`src/rtl/cswq_pkg.sv`:
```
// ----------------------------------------------------------------------------
// cswq_pkg
// Shared types, codes and defaults for the counting semaphore wait queue.
// ----------------------------------------------------------------------------
`default_nettype none

package cswq_pkg;

    localparam int CMD_W          = 2;
    localparam int TASK_W         = 4;
    localparam int PERMITS_W      = 8;

    localparam int QUEUE_SLOTS_DEF = 16;
    localparam int PERMIT_MAX_DEF  = 255;

    typedef enum logic [CMD_W-1:0] {
        CMD_WAIT    = 2'd0,
        CMD_TRYWAIT = 2'd1,
        CMD_SIGNAL  = 2'd2
    } cmd_t;

    typedef struct packed {
        logic clear;
        logic push;
        logic pop;
    } ring_ctl_t;

    typedef struct packed {
        logic empty;
        logic full;
    } ring_sts_t;

endpackage

`default_nettype wire

```
`src/rtl/cswq_ram.sv`:
```
// ----------------------------------------------------------------------------
// cswq_ram
// Generic single-write, single-read RAM with registered read data.
// ----------------------------------------------------------------------------
`default_nettype none

module cswq_ram #(
    parameter int WIDTH = 4,
    parameter int DEPTH = 16
) (
    input  wire logic                     clk,
    input  wire logic                     wr_en,
    input  wire logic [$clog2(DEPTH)-1:0] wr_addr,
    input  wire logic [WIDTH-1:0]         wr_data,
    input  wire logic [$clog2(DEPTH)-1:0] rd_addr,
    output logic      [WIDTH-1:0]         rd_data
);

    logic [WIDTH-1:0] mem_reg [DEPTH];
    logic [WIDTH-1:0] rd_data_reg;

    // read returns the old contents on a same-address write
    always_ff @(posedge clk)
    begin
        if (wr_en)
        begin
            mem_reg[wr_addr] <= wr_data;
        end
        rd_data_reg <= mem_reg[rd_addr];
    end

    assign rd_data = rd_data_reg;

endmodule

`default_nettype wire

```
`src/rtl/cswq_permits.sv`:
```
// ----------------------------------------------------------------------------
// cswq_permits
// Permit counter with clamped reload; saturation is left to the caller via at_max.
// ----------------------------------------------------------------------------
`default_nettype none

module cswq_permits #(
    parameter int PERMIT_MAX = 255
) (
    input  wire logic                               clk,
    input  wire logic                               rst_n,
    input  wire logic                               load,
    input  wire logic [cswq_pkg::PERMITS_W-1:0]     load_value,
    input  wire logic                               dec,
    input  wire logic                               inc,
    output logic      [$clog2(PERMIT_MAX+1)-1:0]    count,
    output logic      [$clog2(PERMIT_MAX+1)-1:0]    count_next,
    output logic                                    nonzero,
    output logic                                    at_max
);

    import cswq_pkg::*;

    localparam int PW = $clog2(PERMIT_MAX + 1);

    logic [PW-1:0]           count_reg;
    logic [PW+PERMITS_W-1:0] load_wide;
    logic [PW-1:0]           load_clamped;

    assign load_wide    = {{PW{1'b0}}, load_value};
    assign load_clamped = (32'(load_value) > 32'(PERMIT_MAX)) ? PW'(PERMIT_MAX)
                                                              : load_wide[PW-1:0];

    assign nonzero = (count_reg != '0);
    assign at_max  = (count_reg == PW'(PERMIT_MAX));

    always_comb
    begin
        count_next = count_reg;
        if (load)
        begin
            count_next = load_clamped;
        end
        else if (dec)
        begin
            count_next = count_reg - PW'(1);
        end
        else if (inc)
        begin
            count_next = count_reg + PW'(1);
        end
    end

    always_ff @(posedge clk or negedge rst_n)
    begin
        if (!rst_n)
        begin
            count_reg <= '0;
        end
        else
        begin
            count_reg <= count_next;
        end
    end

    assign count = count_reg;

endmodule

`default_nettype wire

```
`src/rtl/cswq_ring.sv`:
```
// ----------------------------------------------------------------------------
// cswq_ring
// FIFO ring of waiting task IDs, one slot kept empty, RAM backed.
// ----------------------------------------------------------------------------
`default_nettype none

module cswq_ring #(
    parameter int QUEUE_SLOTS = 16
) (
    input  wire logic                          clk,
    input  wire logic                          rst_n,
    input  wire cswq_pkg::ring_ctl_t           ctl,
    input  wire logic [cswq_pkg::TASK_W-1:0]   push_id,
    output cswq_pkg::ring_sts_t                sts,
    output logic      [cswq_pkg::TASK_W-1:0]   pop_id
);

    import cswq_pkg::*;

    localparam int AW = $clog2(QUEUE_SLOTS);

    logic [AW-1:0]     head_reg, head_next, head_inc;
    logic [AW-1:0]     tail_reg, tail_next, tail_inc;
    logic              bypass_reg, bypass_next;
    logic [TASK_W-1:0] bypass_data_reg;
    logic [TASK_W-1:0] ram_rd_data;

    assign head_inc = (head_reg == AW'(QUEUE_SLOTS - 1)) ? '0 : head_reg + AW'(1);
    assign tail_inc = (tail_reg == AW'(QUEUE_SLOTS - 1)) ? '0 : tail_reg + AW'(1);

    assign sts = '{empty: (head_reg == tail_reg), full: (head_inc == tail_reg)};

    always_comb
    begin
        head_next = head_reg;
        tail_next = tail_reg;
        if (ctl.clear)
        begin
            head_next = '0;
            tail_next = '0;
        end
        else
        begin
            if (ctl.push)
            begin
                head_next = head_inc;
            end
            if (ctl.pop)
            begin
                tail_next = tail_inc;
            end
        end
    end

    // RAM is read ahead at the next tail; a push into that same slot is forwarded
    assign bypass_next = ctl.push && (head_reg == tail_next);

    cswq_ram #(
        .WIDTH (TASK_W),
        .DEPTH (QUEUE_SLOTS)
    ) u_ram (
        .clk     (clk),
        .wr_en   (ctl.push),
        .wr_addr (head_reg),
        .wr_data (push_id),
        .rd_addr (tail_next),
        .rd_data (ram_rd_data)
    );

    always_ff @(posedge clk or negedge rst_n)
    begin
        if (!rst_n)
        begin
            head_reg   <= '0;
            tail_reg   <= '0;
            bypass_reg <= 1'b0;
        end
        else
        begin
            head_reg   <= head_next;
            tail_reg   <= tail_next;
            bypass_reg <= bypass_next;
        end
    end

    always_ff @(posedge clk)
    begin
        bypass_data_reg <= push_id;
    end

    assign pop_id = bypass_reg ? bypass_data_reg : ram_rd_data;

endmodule

`default_nettype wire

```
`src/rtl/counting_semaphore_wait_queue_unit.sv`:
```
// ----------------------------------------------------------------------------
// counting_semaphore_wait_queue_unit
// Counting semaphore with a FIFO queue of waiting task IDs.
// ----------------------------------------------------------------------------
//  channel | handshake                   | payload
//  --------+-----------------------------+--------------------------------------
//  in      | in_valid / in_stall         | cmd, task_id
//  out     | out_valid / out_stall       | granted, queued, retry_full,
//          |                             | woken_valid, woken_task,
//          |                             | permits_now, saturated
//  cfg     | cfg_wr_en                   | cfg_wr_data (initial permits)
//
//  One command per cycle sustained while out_stall is low; an accepted
//  command goes from the input register into the result register and
//  transfers out from there. The input register feeds one pass of counter
//  and ring-pointer logic into the result register.
//  Reset clears the count and the ring pointers; ring contents are not
//  cleared, so there is no clearing pass. A stalled output holds the result
//  and backs up into in_stall only once the input register is also occupied.
// ----------------------------------------------------------------------------
`default_nettype none

module counting_semaphore_wait_queue_unit #(
    parameter int QUEUE_SLOTS = cswq_pkg::QUEUE_SLOTS_DEF,
    parameter int PERMIT_MAX  = cswq_pkg::PERMIT_MAX_DEF
) (
    input  wire logic                             clk,
    input  wire logic                             rst_n,

    input  wire logic                             cfg_wr_en,
    input  wire logic [cswq_pkg::PERMITS_W-1:0]   cfg_wr_data,

    input  wire logic                             in_valid,
    output logic                                  in_stall,
    input  wire logic [cswq_pkg::CMD_W-1:0]       cmd,
    input  wire logic [cswq_pkg::TASK_W-1:0]      task_id,

    output logic                                  out_valid,
    input  wire logic                             out_stall,
    output logic                                  granted,
    output logic                                  queued,
    output logic                                  retry_full,
    output logic                                  woken_valid,
    output logic      [cswq_pkg::TASK_W-1:0]      woken_task,
    output logic      [cswq_pkg::PERMITS_W-1:0]   permits_now,
    output logic                                  saturated
);

    import cswq_pkg::*;

    localparam int PW = $clog2(PERMIT_MAX + 1);
    localparam logic [PERMITS_W-1:0] PMAX_LO = PERMITS_W'(PERMIT_MAX);

    // input register
    logic              s1_valid_reg, s1_valid_next;
    logic [CMD_W-1:0]  s1_cmd_reg;
    logic [TASK_W-1:0] s1_task_reg;

    // result register
    logic                 out_valid_reg, out_valid_next;
    logic                 granted_reg, queued_reg, retry_full_reg;
    logic                 woken_valid_reg, saturated_reg;
    logic [TASK_W-1:0]    woken_task_reg;
    logic [PERMITS_W-1:0] permits_now_reg;

    logic in_accept;
    logic out_free;
    logic fire;

    logic          cmd_wait, cmd_try, cmd_signal;
    logic          do_grant, do_queue, do_retry, do_pop, do_sat, do_inc;
    ring_ctl_t     ring_ctl;
    ring_sts_t     ring_sts;
    logic [TASK_W-1:0] pop_id;

    logic [PW-1:0]           count, count_next;
    logic                    count_nonzero, count_at_max;
    logic [PW+PERMITS_W-1:0] count_wide;

    assign out_free  = !out_valid_reg || !out_stall;
    assign fire      = s1_valid_reg && out_free;
    assign in_stall  = s1_valid_reg && !out_free;
    assign in_accept = in_valid && !in_stall;

    always_comb
    begin
        cmd_wait   = 1'b0;
        cmd_try    = 1'b0;
        cmd_signal = 1'b0;
        case (cmd_t'(s1_cmd_reg))
            CMD_WAIT:    cmd_wait   = 1'b1;
            CMD_TRYWAIT: cmd_try    = 1'b1;
            CMD_SIGNAL:  cmd_signal = 1'b1;
            default:     ;
        endcase
    end

    assign do_grant = fire && (cmd_wait || cmd_try) && count_nonzero;
    assign do_queue = fire && cmd_wait && !count_nonzero && !ring_sts.full;
    assign do_retry = fire && cmd_wait && !count_nonzero && ring_sts.full;
    assign do_pop   = fire && cmd_signal && !ring_sts.empty;
    assign do_sat   = fire && cmd_signal && count_at_max;
    assign do_inc   = fire && cmd_signal && !count_at_max;

    assign ring_ctl = '{clear: cfg_wr_en, push: do_queue, pop: do_pop};

    cswq_permits #(
        .PERMIT_MAX (PERMIT_MAX)
    ) u_permits (
        .clk        (clk),
        .rst_n      (rst_n),
        .load       (cfg_wr_en),
        .load_value (cfg_wr_data),
        .dec        (do_grant),
        .inc        (do_inc),
        .count      (count),
        .count_next (count_next),
        .nonzero    (count_nonzero),
        .at_max     (count_at_max)
    );

    cswq_ring #(
        .QUEUE_SLOTS (QUEUE_SLOTS)
    ) u_ring (
        .clk     (clk),
        .rst_n   (rst_n),
        .ctl     (ring_ctl),
        .push_id (s1_task_reg),
        .sts     (ring_sts),
        .pop_id  (pop_id)
    );

    assign count_wide = {{PERMITS_W{1'b0}}, count_next};

    always_comb
    begin
        s1_valid_next = s1_valid_reg;
        if (in_accept)
        begin
            s1_valid_next = 1'b1;
        end
        else if (fire)
        begin
            s1_valid_next = 1'b0;
        end

        out_valid_next = out_valid_reg;
        if (fire)
        begin
            out_valid_next = 1'b1;
        end
        else if (!out_stall)
        begin
            out_valid_next = 1'b0;
        end
    end

    always_ff @(posedge clk or negedge rst_n)
    begin
        if (!rst_n)
        begin
            s1_valid_reg  <= 1'b0;
            out_valid_reg <= 1'b0;
        end
        else
        begin
            s1_valid_reg  <= s1_valid_next;
            out_valid_reg <= out_valid_next;
        end
    end

    always_ff @(posedge clk)
    begin
        if (in_accept)
        begin
            s1_cmd_reg  <= cmd;
            s1_task_reg <= task_id;
        end
        if (fire)
        begin
            granted_reg     <= do_grant;
            queued_reg      <= do_queue;
            retry_full_reg  <= do_retry;
            woken_valid_reg <= do_pop;
            woken_task_reg  <= do_pop ? pop_id : '0;
            permits_now_reg <= count_wide[PERMITS_W-1:0];
            saturated_reg   <= do_sat;
        end
    end

    assign out_valid   = out_valid_reg;
    assign granted     = granted_reg;
    assign queued      = queued_reg;
    assign retry_full  = retry_full_reg;
    assign woken_valid = woken_valid_reg;
    assign woken_task  = woken_task_reg;
    assign permits_now = permits_now_reg;
    assign saturated   = saturated_reg;

    // ------------------------------------------------------------------------
    // assertions
    // ------------------------------------------------------------------------
    a_no_push_when_full: assert property (@(posedge clk) disable iff (!rst_n)
        ring_ctl.push |-> !ring_sts.full)
        else $error("ring push while full");

    a_no_pop_when_empty: assert property (@(posedge clk) disable iff (!rst_n)
        ring_ctl.pop |-> !ring_sts.empty)
        else $error("ring pop while empty");

    a_one_outcome: assert property (@(posedge clk) disable iff (!rst_n)
        out_valid |-> ($countones({granted, queued, retry_full, woken_valid}) <= 1))
        else $error("more than one outcome flag set");

    a_sat_value: assert property (@(posedge clk) disable iff (!rst_n)
        (out_valid && saturated) |-> (permits_now == PMAX_LO))
        else $error("saturated result with count off maximum");

    a_grant_drops_count: assert property (@(posedge clk) disable iff (!rst_n)
        (do_grant && !cfg_wr_en) |=> (count == $past(count) - PW'(1)))
        else $error("grant did not take a permit");

endmodule

`default_nettype wire

```
`config.mk`:
```
export PLATFORM = sky130hd
export DESIGN_NAME = counting_semaphore_wait_queue_unit
export DESIGN_NICKNAME = d
export VERILOG_FILES = /design/src/rtl/cswq_pkg.sv /design/src/rtl/cswq_ram.sv /design/src/rtl/cswq_permits.sv /design/src/rtl/cswq_ring.sv /design/src/rtl/counting_semaphore_wait_queue_unit.sv
export SDC_FILE = /design/constraint.sdc
export NUM_CORES = 1
export LEC_CHECK = 0
export BUFFER_PORTS_ARGS = -buffer_cell sky130_fd_sc_hd__buf_4
export CAP_MARGIN = 10
export CORE_ASPECT_RATIO = 1.1
export CORE_MARGIN = 5
export CORE_UTILIZATION = 50
export DETAILED_ROUTE_END_ITERATION = 6
export HOLD_SLACK_MARGIN = 0.05
export PLACE_DENSITY = 0.65
export SLEW_MARGIN = 20
export SYNTH_ARGS = -nofsm -noshare
export SYNTH_HDL_FRONTEND = slang
export SYNTH_SLANG_ARGS = --single-unit
```
`constraint.sdc`:
```
create_clock -name clk -period 3.1 [get_ports clk]
set_input_delay 0.62 -clock clk [delete_from_list [all_inputs] [get_ports clk]]
set_output_delay 0.62 -clock clk [all_outputs]
set_load 0.005 [all_outputs]
```
# Word-level counts from Yosys, hierarchy flattened
# Memories as Yosys holds them, arrays and structs flattened. A register that Yosys moved wholly into a read port is not among the register bits.
# Index checks and enable logic that the tools add are counted.
# W data, S select, Z words.
[classes] add_sub_neg=4 eq_ne=9 muxes=19 reduce_logical=28
[op_table] operator="$mux W4" count=7
[op_table] operator="$mux W8" count=3
[op_table] operator="$logic_and A1 B1 Y1" count=14
[op_table] operator="$eq A4 B4 Y1" count=3
[op_table] operator="$mux W1" count=9
[op_table] operator="$add A4 B1 Y4 const B" count=2
[op_table] operator="$add A8 B1 Y8 const B" count=1
[op_table] operator="$eq A4 B4 Y1 const B" count=2
[op_table] operator="$eq A8 B8 Y1 const B" count=1
[op_table] operator="$logic_not A1 Y1" count=8
[op_table] operator="$reduce_bool A8 Y1" count=1
[op_table] operator="$sub A8 B1 Y8 const B" count=1
[op_table] operator="$reduce_bool A2 Y1" count=2
[op_table] operator="$eq A2 B1 Y1 const B" count=1
[op_table] operator="$eq A2 B2 Y1 const B" count=1
[op_table] operator="$logic_not A2 Y1" count=1
[op_table] operator="$logic_or A1 B1 Y1" count=2
[op_table] operator="$ne A2 B1 Y1 const B" count=1
[totals] reg_bits=46 ram_bits=64 input_bits=19 out_inout_bits=19 elab_cells=77 memories=1
[mem_list] name="u_ring.u_ram.mem_reg" depth=16 word_bits=4 read_ports=1 rd_ports_with_merged_regs=1 write_ports=1 line_no="cswq_ram.sv:19" rtl="logic [WIDTH-1:0] mem_reg [DEPTH];"

# Longest topological paths before layout
# Gate-level depths: netlist (run 1).
[logic_depth] depth_word=9 ltp_mapped=11 mapped_depth_nobuf=10

# Cells and area by module
# Synthesis (run 1) repeated with hierarchy kept, for this count alone.
[unflattened] cells_unflattened=319 area_unflattened_um2=4928.5
[modules_own_cells] module="cswq_ram" n_inst=1 cells_per_inst=130 area_per_inst_um2=2666.3 seq_area_each_um2=2001.9
[modules_own_cells] module="counting_semaphore_wait_queue_unit" n_inst=1 cells_per_inst=52 area_per_inst_um2=963.4 seq_area_each_um2=740.7
[modules_own_cells] module="cswq_ring" n_inst=1 cells_per_inst=68 area_per_inst_um2=703.2 seq_area_each_um2=305.3
[modules_own_cells] module="cswq_permits" n_inst=1 cells_per_inst=69 area_per_inst_um2=595.6 seq_area_each_um2=200.2

# Least setup slack after synthesis (run 1)
# OpenSTA, ideal clock, no wires.
[synth_timing] path_type="reg2reg" start="register u_permits.count_reg[2], in the netlist u_permits.count[2]" end="memory u_ring.u_ram.mem_reg[0][0], enable pin" setup_time_ns=0.361 arrival_ns=2.312 t_required_ns=2.739 slack_ns=0.427 stages_incl_launch_ff=9 n_path_buf=2 synth_period_minus_slack_ns=2.673 path_cell_list="dfrtp_1 > buf_2 > or4_1 > nor4b_2 > nand3b_1 > nor2_1 > buf_4 > nand2_1 > nor3_1"
[synth_via] elab_chain_cells=6
[synth_rtl] element="from (decl)" line_no="cswq_permits.sv:26" rtl="logic [PW-1:0] count_reg;"
[synth_rtl] element="from (signal assigned)" line_no="cswq_permits.sv:62" rtl="count_reg <= count_next;"
[synth_rtl] element="$reduce_bool A8 Y1" line_no="cswq_permits.sv:34" rtl="assign nonzero = (count_reg != '0);"
[synth_rtl] element="$logic_not A1 Y1" line_no="counting_semaphore_wait_queue_unit.sv:99" rtl="assign do_queue = fire && cmd_wait && !count_nonzero && !ring_sts.full;"
[synth_rtl] element="$logic_and A1 B1 Y1 (2 in a row)" line_no="counting_semaphore_wait_queue_unit.sv:99"
[synth_rtl] element="named net do_queue" line_no="counting_semaphore_wait_queue_unit.sv:71" rtl="logic do_grant, do_queue, do_retry, do_pop, do_sat, do_inc;"
[synth_rtl] element="$mux W1" line_no="cswq_ram.sv:25" rtl="if (wr_en)"
[synth_rtl] element="$mux W1 (not written as such)" line_no="cswq_ram.sv:27" rtl="mem_reg[wr_addr] <= wr_data;"
[synth_rtl] element="to (decl)" line_no="cswq_ram.sv:19"
# The timed path passes the listed nets, and every way through them passes these cells.

# Final worst setup path (run 1)
[layout_timing] start="register u_ring.tail_reg[1]" end="register u_ring.u_ram.rd_data_reg[2], in the netlist u_ring.u_ram.rd_data[2], read port of u_ring.u_ram.mem_reg"
[layout_via] elab_chain_cells=5 elab_cells_between_ends=8 classes_between="1 x add/sub; 2 x eq/ne; 3 x mux; 2 x reduce/logical"
[layout_rtl] element="from (decl)" line_no="cswq_ring.sv:23" rtl="logic [AW-1:0] tail_reg, tail_next, tail_inc;"
[layout_rtl] element="from (signal assigned)" line_no="cswq_ring.sv:81" rtl="tail_reg <= tail_next;"
[layout_rtl] element="branches (longest 3 deep; another with $add A4 B1 Y4)"
[layout_rtl] element="$mux W4 (*)" line_no="cswq_ring.sv:48" rtl="if (ctl.pop)"
[layout_rtl] element="$mux W4 (*)" line_no="cswq_ring.sv:37" rtl="if (ctl.clear)"
[layout_rtl] element="to (decl)" line_no="cswq_ram.sv:20" rtl="logic [WIDTH-1:0] rd_data_reg;"
# Every way passes the cells marked *.
# A chain may end at the register's enable or synchronous reset.

==> results of run 1 <==
[kinds of logic after synthesis]
group	after synthesis	synth area share
adders and majority gates	8	0.0201
xor gates and xnor gates	19	0.0348
buffers and inverters	28	0.0266
DFF	114	0.651
AOI/OAI and AO/OA	74	0.102
muxes	19	0.0391
and+or+nand+nor	121	0.127
[final cells by class]
class | count | area (sq um)
clock inverters | 10 | 135
clock buffers | 22 | 443
flip-flops and latches | 114 | 3250
well taps | 120 | 150
fillers | 774 | 3750
multi-input cells | 241 | 1610
repair buffers | 54 | 408
inverters | 12 | 48.8
[final timing paths]
kind	from	slack (ns)	depth (start not counted)	endpoint
setup / recovery	u_ring.tail_reg[1]$_DFF_PN0_	0.17	10	u_ring.u_ram.rd_data[2]$_DFF_P_
hold / removal	task_id[3]	0.29	1	s1_task_reg[3]$_DFFE_PP_
setup reg to reg	u_ring.tail_reg[1]$_DFF_PN0_	0.17	10	u_ring.u_ram.rd_data[2]$_DFF_P_
hold reg to reg	u_ring.u_ram.rd_data[2]$_DFF_P_	0.55	2	woken_task[2]$_SDFFCE_PP0P_
max in group asynchronous	rst_n	2.35	2	u_ring.tail_reg[1]$_DFF_PN0_
min in group asynchronous	rst_n	0.54	2	u_permits.count[1]$_DFF_PN0_
[cell usage after synthesis (2+ instances only)]
master,n,share of area
a21o_1,2,0.0030
a21oi_1,14,0.014
a221o_1,4,0.0080
a22oi_1,9,0.014
a31oi_1,3,0.0038
a32o_1,4,0.0080
and2_1,3,0.0038
and4_1,2,0.0035
buf_2,4,0.0040
buf_6,2,0.0045
clkbuf_1,8,0.0060
dfrtp_1,19,0.095
dfxtp_1,8,0.032
edfxtp_1,87,0.52
ha_1,8,0.020
inv_1,10,0.0075
mux2i_1,17,0.034
nand2_1,27,0.020
nand2_2,2,0.0025
nand2b_1,5,0.0063
nand3_1,9,0.0090
nand3b_1,5,0.0075
nor2_1,32,0.024
nor2b_1,3,0.0038
nor3_1,11,0.011
o21ai_0,21,0.021
o21ai_1,3,0.0030
o31ai_1,5,0.0075
or3_1,9,0.011
or4_1,2,0.0030
xnor2_1,10,0.018
xor2_1,8,0.014
[layer usage]
metal / track usage / vias up / wire length, microns
li1: - / 1548 / -
met1: 0.237 / 1582 / 4510
met2: 0.315 / 89 / 5350
met3: 0.0483 / 23 / 513
met4: 0.0861 / 0 / 283
met5: 0 / - / 0
[metrics by stage]
| stage | power (W) | instances | setup WS, ns |
|---|---|---|---|
| 2_1_floorplan | 0.00183 | 383 | 0.427 |
| 3_3_place_gp | 0.00191 | 540 | 0.122 |
| 5_1_grt | 0.00392 | 573 | 0.00311 |
| 4_1_cts | 0.00380 | 573 | 0.210 |
| 3_5_place_dp | 0.00192 | 540 | 0.0983 |
| 6_report | 0.00377 | 573 | 0.170 |
[power groups by stage]
| stage | Sequential [W] | Combinational [W] | Clock (W) |
|---|---|---|---|
| after floorplan | 0.00176 | 0.0000746 | 0 |
| after global placement | 0.00177 | 0.000141 | 0 |
| after detailed placement | 0.00177 | 0.000144 | 0 |
| after CTS | 0.00174 | 0.000146 | 0.00191 |
| after global routing | 0.00175 | 0.000159 | 0.00201 |
| final | 0.00174 | 0.000143 | 0.00188 |
==> results.ini, run 1 <==
[placement]
hpwl_microns=7210
place_area_sq_um=5460
port_buffers=37
routabilityCongestion=0.904

[sta]
setup_viol_count_final=0
finClkSkew_ns=0.00804
tns_ns=0
fin_crit_sh=0.945
final-hold-violation-count=0
min_period_ns=2.93
slew_headroom=0.532
rsz0062_at_grt=false
holdWs_ns=0.290
worst_pin_slew_ns=0.702
drv_slew=0
fmax_mhz=341

[global_routing]
antenna_found_initial=0
grt_use_total=0.190
grt_pass1_wl_microns=17700
first_global_vias=3388
grt_max_degree=45
grt_overflow=0

[synth]
yosysSeqAreaShare=0.651
synth_cell_types=59
yosys_warnings=0
syn_nets=410
synth_edf_count=87
async_flop_share=0.167
netlist_area_sq_um=4990
synthFlopType=edfxtp_1
synth_cells=383
ys_ff_latch=114
avgSynthCellArea_sq_um=13.0

[final_layout]
final_nets=467
drive_gt1_frac=0.216
final_common_cell=edfxtp_1
design_area_sq_um=6040
fin_util=0.617
layout_common_cells=edfxtp_1, buf_4, nor2_1, nand2_1, o21ai_0
diodes=0
largest_reg_flops=64
area_delta_synth_final_pct=21.1

[run]
drv_cap=0

[critical_path]
slowest_delay_ns=0.47
crit_chain=ha_1 -> a31oi_1 -> nand3_1 -> nand2_2 -> nand2b_2 -> inv_4 -> mux2i_1 -> o21ai_0 -> a32o_1 -> a221o_1
critPathTopFamily=compound AO/OA/AOI/OAI gates
arrival_ns=3.32
worstSetupStartpointType=register
critPathBufInv=1
path_class=register to register
required_ns=3.49
critPathSlowestCell=dfrtp_1
worst-path-max-fanout=18
end_kind=register

[hold_path]
hold_path_class=input pin to register

[power_and_ir_drop]
peakVddDrop_uv=409
sequentialPowerShare=0.463
p_leak_nw=2.24
internal_power_w=0.00301
comb_power_share=0.038
pwr-share-clk=0.500
p_sw_frac=0.202
p_per_area_nw_per_um2=623
p_switching_w=0.000761

[clock_tree]
cts_max_path_buffers=2
cts_buffers=17
htreeDepth=4
cts-root-buf=clkbuf_8
clock-sinks=114
postCtsSetupBuffers=0
cts_resized=0
insertion_delay_ns=0.51
path_clk_slew_ns=0.05
cts_tree=done
hold_buffers=1

[floorplanning]
coreArea_sq_um=9790
initial_core_util=0.510
die_h_microns=115
rows=38
die_w_microns=105
ios=38
die_area_sq_um=12100

[route]
via_per_inst=5.66
via_count=3242
ant_nets=0
firstDrtPassIters=5
wl_per_cell_microns=18.6
wirelength_microns=10700
drcViolationCount=0
drt_first_iter_violations=305

[status]
status=complete, no violations

(Power assumes the default switching activity.)
==> inputs of run 2 (changes only) <==
CELL_PAD_IN_SITES_DETAIL_PLACEMENT = 1   (was unset)
CELL_PAD_IN_SITES_GLOBAL_PLACEMENT = 1   (was unset)
CORE_UTILIZATION = 40   (was 50)
PLACE_DENSITY = 0.63   (was 0.65)
SKIP_CTS_REPAIR_TIMING = 1   (was unset)
==> run 2 against run 1 <==
Die area is 23% higher. Final cell count up 5.6%. Clock power decreased by 4%. Combinational power about the same. Via count increased by 3.2%. First-iteration DRC count shrank 46%. Sequential power barely moved. Setup slack better by 0.030 ns. Maximum frequency increased by 1.0%. Critical endpoint is now u_ring.u_ram.mem_reg[13][2]$_DFFE_PP_.
==> results.ini, run 2 (same netlist as run 1, synthesis figures left out) <==
[placement]
routabilityCongestion=0.823  ; was 0.904
hpwl_microns=8460  ; was 7210 microns
place_area_sq_um=5490  ; was 5460 sq um
port_buffers=37  ; unchanged
dp_cells=573  ; was 540

[route]
wirelength_microns=12400  ; was 10700 microns
via_per_inst=5.53  ; was 5.66
drcViolationCount=0  ; unchanged
ant_nets=0  ; unchanged
firstDrtPassIters=4  ; was 5
wl_per_cell_microns=20.5  ; was 18.6 microns
via_count=3345  ; was 3242
drt_first_iter_violations=166  ; was 305

[clock_tree]
path_clk_slew_ns=0.05  ; about the same
cts-root-buf=clkbuf_16  ; was clkbuf_8
cts_tree=done  ; unchanged
clock-sinks=114  ; unchanged
cts_buffers=17  ; unchanged
cts_max_path_buffers=2  ; unchanged
htreeDepth=4  ; unchanged
insertion_delay_ns=0.42  ; was 0.51 ns

[power_and_ir_drop]
p_per_area_nw_per_um2=612  ; was 623 nW/um^2
p_leak_nw=2.21  ; was 2.24 nW
peakVddDrop_uv=322  ; was 409 uV
total_power_w=0.00370  ; was 0.00377 W

[critical_path]
path_class=register to register  ; unchanged
worstSetupStartpointType=register  ; unchanged
worst-path-max-fanout=7  ; was 18
end_kind=register  ; unchanged
required_ns=3.17  ; was 3.49 ns
arrival_ns=2.97  ; was 3.32 ns

[global_routing]
antenna_found_initial=0  ; unchanged
grt_pass1_wl_microns=19300  ; was 17700 microns
first_global_vias=3557  ; was 3388
grt_overflow=0  ; unchanged
grt_max_degree=45  ; unchanged
grt_use_total=0.178  ; was 0.190

[final_layout]
stdcell_count=605  ; was 573
nFillCells=1245  ; was 774
area_delta_synth_final_pct=21.3  ; was 21.1%
drive_gt1_frac=0.220  ; was 0.216
final_nets=466  ; was 467
layout_common_cells=edfxtp_1, buf_4, nor2_1, nand2_1, o21ai_0  ; unchanged
design_area_sq_um=6050  ; was 6040 sq um
final_common_cell=edfxtp_1  ; unchanged
largest_reg_flops=64  ; unchanged
fin_util=0.499  ; was 0.617
diodes=0  ; unchanged

[run]
drv_cap=0  ; unchanged

[sta]
fmax_mhz=345  ; was 341 MHz
finClkSkew_ns=0.00761  ; was 0.00804 ns
tns_ns=0  ; unchanged
worst_pin_slew_ns=0.753  ; was 0.702 ns
fin_crit_sh=0.935  ; was 0.945
slew_headroom=0.497  ; was 0.532
final-hold-violation-count=0  ; unchanged
drv_slew=0  ; unchanged
rsz0062_at_grt=false  ; unchanged
min_period_ns=2.90  ; was 2.93 ns
setup_viol_count_final=0  ; unchanged

[floorplanning]
coreArea_sq_um=12100  ; was 9790 sq um
die_h_microns=127  ; was 115 microns
rows=42  ; was 38
ios=38  ; unchanged
die_w_microns=117  ; was 105 microns
initial_core_util=0.411  ; was 0.510
die_area_sq_um=14800  ; was 12100 sq um

[hold_path]
hold_path_class=input pin to asynchronous set/reset pin  ; was input pin to register

[status]
status=complete, no violations  ; unchanged

-- run 2: changes by cell type in the layout (fill, tap and decap cells not counted), moves of 2 or more --
cell / before / now
clkinv_1: 0 / 5
clkbuf_1: 4 / 0
nor2_2: 0 / 4
nor2_1: 32 / 29
clkbuf_8: 2 / 0
-- run 2: area by class of cell --
class                      instances  area, sq um  area share
clock buffer                      17          425      0.0703
sequential                       114         3250       0.537
inverter                          12         48.8     0.00806
timing repair buffer              52          390      0.0645
tap                              154          193      0.0318
clock inverter                    14          123      0.0203
multi-input combinational        242         1630       0.268
-- run 2: metal layers --
metal / vias to the layer above / GRT usage / share of wire / routed length [microns]
met1: 1707 / 0.220 / 0.43 / 5350
met5: - / 0 / 0 / 0
met4: 0 / 0.0608 / 0.016 / 202
met3: 18 / 0.0629 / 0.049 / 608
li1: 1537 / - / - / -
met2: 83 / 0.288 / 0.50 / 6260
-- run 2: report_power, final --
part	internal (W)	switching, W
clock network	0.00115	0.000660
registers	0.00170	0.0000459
logic	0.0000676	0.0000784
-- run 2: per-stage QoR --
step	hold slack, ns	setup slack [ns]
floorplan	0.324	0.427
global placement	0.518	0.113
detailed placement	0.518	0.0434
CTS	0.0691	0.0192
global route	0.0825	0.0217
finish	0.0761	0.200
-- run 2: worst paths after layout --
kind / from / end / slack, ns / cells past startpoint
max in group asynchronous: rst_n / u_ring.bypass_reg$_DFF_PN0_ / 2.80 / 1
hold reg to reg: s1_valid_reg$_DFFE_PN0P_ / out_valid$_DFFE_PN0P_ / 0.55 / 1
setup reg to reg: u_permits.count[2]$_DFF_PN0_ / u_ring.u_ram.mem_reg[13][2]$_DFFE_PP_ / 0.20 / 6
setup / recovery: u_permits.count[2]$_DFF_PN0_ / u_ring.u_ram.mem_reg[13][2]$_DFFE_PP_ / 0.20 / 6
hold / removal: rst_n / u_permits.count[0]$_DFF_PN0_ / 0.08 / 1
min in group clk: task_id[0] / s1_task_reg[0]$_DFFE_PP_ / 0.38 / 1
-- run 2: worst max-delay path: stages (launching register included) --
cell,delay (ns)
dfrtp_1,0.45
or4_1,0.62
nor4b_2,0.32
nand3b_1,0.25
nor2_2,0.29
nand2_1,0.23
nor2_1,0.39
==> inputs of run 3 (changes only) <==
ABC_AREA = 1   (was unset)
CORE_ASPECT_RATIO = unset   (was 1.1)
PLACE_DENSITY = 0.66   (was 0.63)
==> run 3 against run 2 <==
Routed wire length rose by 16%. Synthesized area rose by 8.6%. Sequential cell count did not move. Clock skew barely moved. Register-to-register slack improved by 0.29 ns. Setup slack improved by 0.29 ns. Critical path type unchanged. Critical endpoint unchanged. Largest cell class unchanged. Highest routed layer unchanged.
==> results.ini, run 3 <==
[final_layout]
diodes=0  ; unchanged
drive_gt1_frac=0.177  ; was 0.220
fin_util=0.486  ; was 0.499
final_common_cell=nand2_1  ; was edfxtp_1
layout_common_cells=nand2_1, inv_1, edfxtp_1, nand3_1, buf_4  ; was edfxtp_1, buf_4, nor2_1, nand2_1, o21ai_0
final_nets=612  ; was 466
area_delta_synth_final_pct=18.7  ; was 21.3%
largest_reg_flops=64  ; unchanged

[critical_path]
slowest_delay_ns=0.43  ; was 0.62 ns
end_kind=register  ; unchanged
crit_chain=inv_1 -> ha_1 -> inv_1 -> nor3_1 -> nand3_1 -> nor3_1 -> inv_1 -> a21oi_2 -> buf_4 -> nand2_1 -> nor2_1  ; was or4_1 -> nor4b_2 -> nand3b_1 -> nor2_2 -> nand2_1 -> nor2_1
worstSetupStartpointType=register  ; unchanged
path_class=register to register  ; unchanged
reg2reg_setup_slack_ns=0.50  ; was 0.20 ns
r2r-end=u_ring.u_ram.mem_reg[13][2]$_DFFE_PP_  ; unchanged
reg2reg_depth=11  ; was 6
critPathBufInv=4  ; was 0
critPathTopFamily=simple AND/OR/NAND/NOR gates  ; unchanged
crit_path_frequent_cell=inv_1
critPathSlowestCell=dfrtp_1  ; was or4_1
worst-path-max-fanout=9  ; was 7
r2r-start=u_permits.count[0]$_DFF_PN0_  ; was u_permits.count[2]$_DFF_PN0_
required_ns=3.17  ; about the same
arrival_ns=2.68  ; was 2.97 ns

[power_and_ir_drop]
comb_power_share=0.047  ; was 0.039
p_sw_frac=0.228  ; was 0.212
p_per_area_nw_per_um2=597  ; was 612 nW/um^2
internal_power_w=0.00297  ; was 0.00292 W
p_switching_w=0.000875  ; was 0.000785 W
sequentialPowerShare=0.458  ; was 0.471
peakVddDrop_uv=368  ; was 322 uV
pwr-share-clk=0.496  ; was 0.490
p_leak_nw=2.78  ; was 2.21 nW

[global_routing]
grt_use_total=0.194  ; was 0.178
grt_max_degree=33  ; was 45
first_global_vias=4235  ; was 3557
grt_pass1_wl_microns=23700  ; was 19300 microns
antenna_found_initial=0  ; unchanged
grt_overflow=0  ; unchanged

[synth]
yosysSeqAreaShare=0.599  ; was 0.651
ys_ff_latch=114  ; unchanged
yosys_warnings=0  ; unchanged
synth_most_common_cell=nand2_1  ; was edfxtp_1
async_flop_share=0.167  ; unchanged
synth_cell_types=39  ; was 59
synth.area.top_cells=edfxtp_1, dfrtp_1, nand2_1  ; was edfxtp_1, dfrtp_1, mux2i_1
ys_top_cells_by_count=nand2_1, inv_1, edfxtp_1  ; was edfxtp_1, nor2_1, nand2_1
synthFlopType=edfxtp_1  ; unchanged
avgSynthCellArea_sq_um=10.0  ; was 13.0 sq um
yosysTopAreaCellShare=0.482  ; was 0.523
synth_edf_count=87  ; unchanged
netlist_area_sq_um=5420  ; was 4990 sq um
synth_cells=540  ; was 383
synth_area_leader_cell=edfxtp_1  ; unchanged
syn_nets=567  ; was 410

[floorplanning]
die_w_microns=126  ; was 117 microns
rows=42  ; unchanged
coreArea_sq_um=13200  ; was 12100 sq um
ios=38  ; unchanged
die_area_sq_um=16000  ; was 14800 sq um
die_h_microns=126  ; was 127 microns
initial_core_util=0.409  ; was 0.411

[sta]
fin_crit_sh=0.840  ; was 0.935
worst_pin_slew_ns=0.818  ; was 0.753 ns
drv_slew=0  ; unchanged
min_period_ns=2.60  ; was 2.90 ns
setup_viol_count_final=0  ; unchanged
finClkSkew_ns=0.00729  ; was 0.00761 ns
fmax_mhz=384  ; was 345 MHz
slew_headroom=0.454  ; was 0.497
final-hold-violation-count=0  ; unchanged
rsz0062_at_grt=false  ; unchanged
tns_ns=0  ; unchanged
setup_ws_ns=0.495  ; was 0.200 ns

[status]
status=complete, no violations  ; unchanged

[hold_path]
hold_path_class=input pin to asynchronous set/reset pin  ; unchanged

[clock_tree]
insertion_delay_ns=0.42  ; about the same
cts_buffers=17  ; unchanged
cts_tree=done  ; unchanged
cts_max_path_buffers=2  ; unchanged
clock-sinks=114  ; unchanged
htreeDepth=4  ; unchanged
cts-root-buf=clkbuf_16  ; unchanged
path_clk_slew_ns=0.06  ; was 0.05 ns

[route]
drt_first_iter_violations=331  ; was 166
drcViolationCount=0  ; unchanged
ant_nets=0  ; unchanged
via_count=3913  ; was 3345
firstDrtPassIters=4  ; unchanged
wirelength_microns=14400  ; was 12400 microns
wl_per_cell_microns=18.6  ; was 20.5 microns
via_per_inst=5.06  ; was 5.53

[run]
drv_cap=0  ; unchanged

[placement]
hpwl_microns=10000  ; was 8460 microns
routabilityCongestion=0.814  ; was 0.823
port_buffers=37  ; unchanged
preCtsSetupSlack_ns=0.376  ; was 0.0434 ns

==> run 3: worst max-delay path by stage <==
stage                                            endpoint  depth (start not counted)                    startpoint  slack [ns]
floorplan            u_ring.u_ram.mem_reg[3][0]$_DFFE_PP_                          9                     out_stall        0.96
detailed placement  u_ring.u_ram.mem_reg[13][1]$_DFFE_PP_                         11                     out_stall        0.38
CTS                 u_ring.u_ram.mem_reg[13][2]$_DFFE_PP_                         11  u_permits.count[0]$_DFF_PN0_        0.48
finish              u_ring.u_ram.mem_reg[13][2]$_DFFE_PP_                         11  u_permits.count[0]$_DFF_PN0_        0.50
global route        u_ring.u_ram.mem_reg[13][2]$_DFFE_PP_                         11  u_permits.count[0]$_DFF_PN0_        0.29
global placement    u_ring.u_ram.mem_reg[13][1]$_DFFE_PP_                         11                     out_stall        0.50
==> run 3: final cells by class <==
type | instances | area (sq um)
Fill cell | 1499 | 6810
Sequential cell | 114 | 3250
Multi-Input combinational cell | 310 | 1670
Clock buffer | 18 | 429
Inverter | 98 | 378
Timing Repair Buffer | 44 | 330
Tap cell | 176 | 220
Clock inverter | 14 | 156
==> run 3: kinds of logic (layout without fill, tap and decap cells) <==
family / Yosys count / in the layout / share of synthesized area
and+or+nand+nor: 259 / 259 / 0.241
buffers and inverters: 116 / 174 / 0.0921
DFF: 114 / 114 / 0.599
AOI/OAI and AO/OA: 34 / 34 / 0.0349
xor gates and xnor gates: 9 / 9 / 0.0145
adders and majority gates: 8 / 8 / 0.0185
==> run 3: through the flow <==
| stage | total power, W | area [sq um] | std cells | hold slack [ns] |
|---|---|---|---|---|
| finish | 0.00384 | 6430 | 774 | 0.0836 |
| global route | 0.00400 | 6430 | 774 | 0.0877 |
| detailed placement | 0.00197 | 5850 | 742 | 0.477 |
| floorplan | 0.00186 | 5420 | 540 | 0.324 |
| CTS | 0.00390 | 6430 | 774 | 0.0758 |
| global placement | 0.00196 | 5850 | 742 | 0.469 |
==> run 3: per-layer routing <==
layer / share of wire / GRT usage / up-vias / routed length [microns]
li1: - / - / 1903 / -
met1: 0.48 / 0.272 / 1926 / 6960
met2: 0.47 / 0.301 / 74 / 6790
met3: 0.035 / 0.0433 / 10 / 510
met4: 0.012 / 0.0625 / 0 / 170
met5: 0 / 0 / - / 0
==> run 3: power groups by stage <==
| stage | sequential, W | clock [W] | combinational (W) |
|---|---|---|---|
| finish | 0.00176 | 0.00191 | 0.000179 |
| global route | 0.00177 | 0.00203 | 0.000202 |
| CTS | 0.00176 | 0.00195 | 0.000182 |
| detailed placement | 0.00179 | 0 | 0.000180 |
| global placement | 0.00179 | 0 | 0.000174 |
| floorplan | 0.00177 | 0 | 0.0000861 |
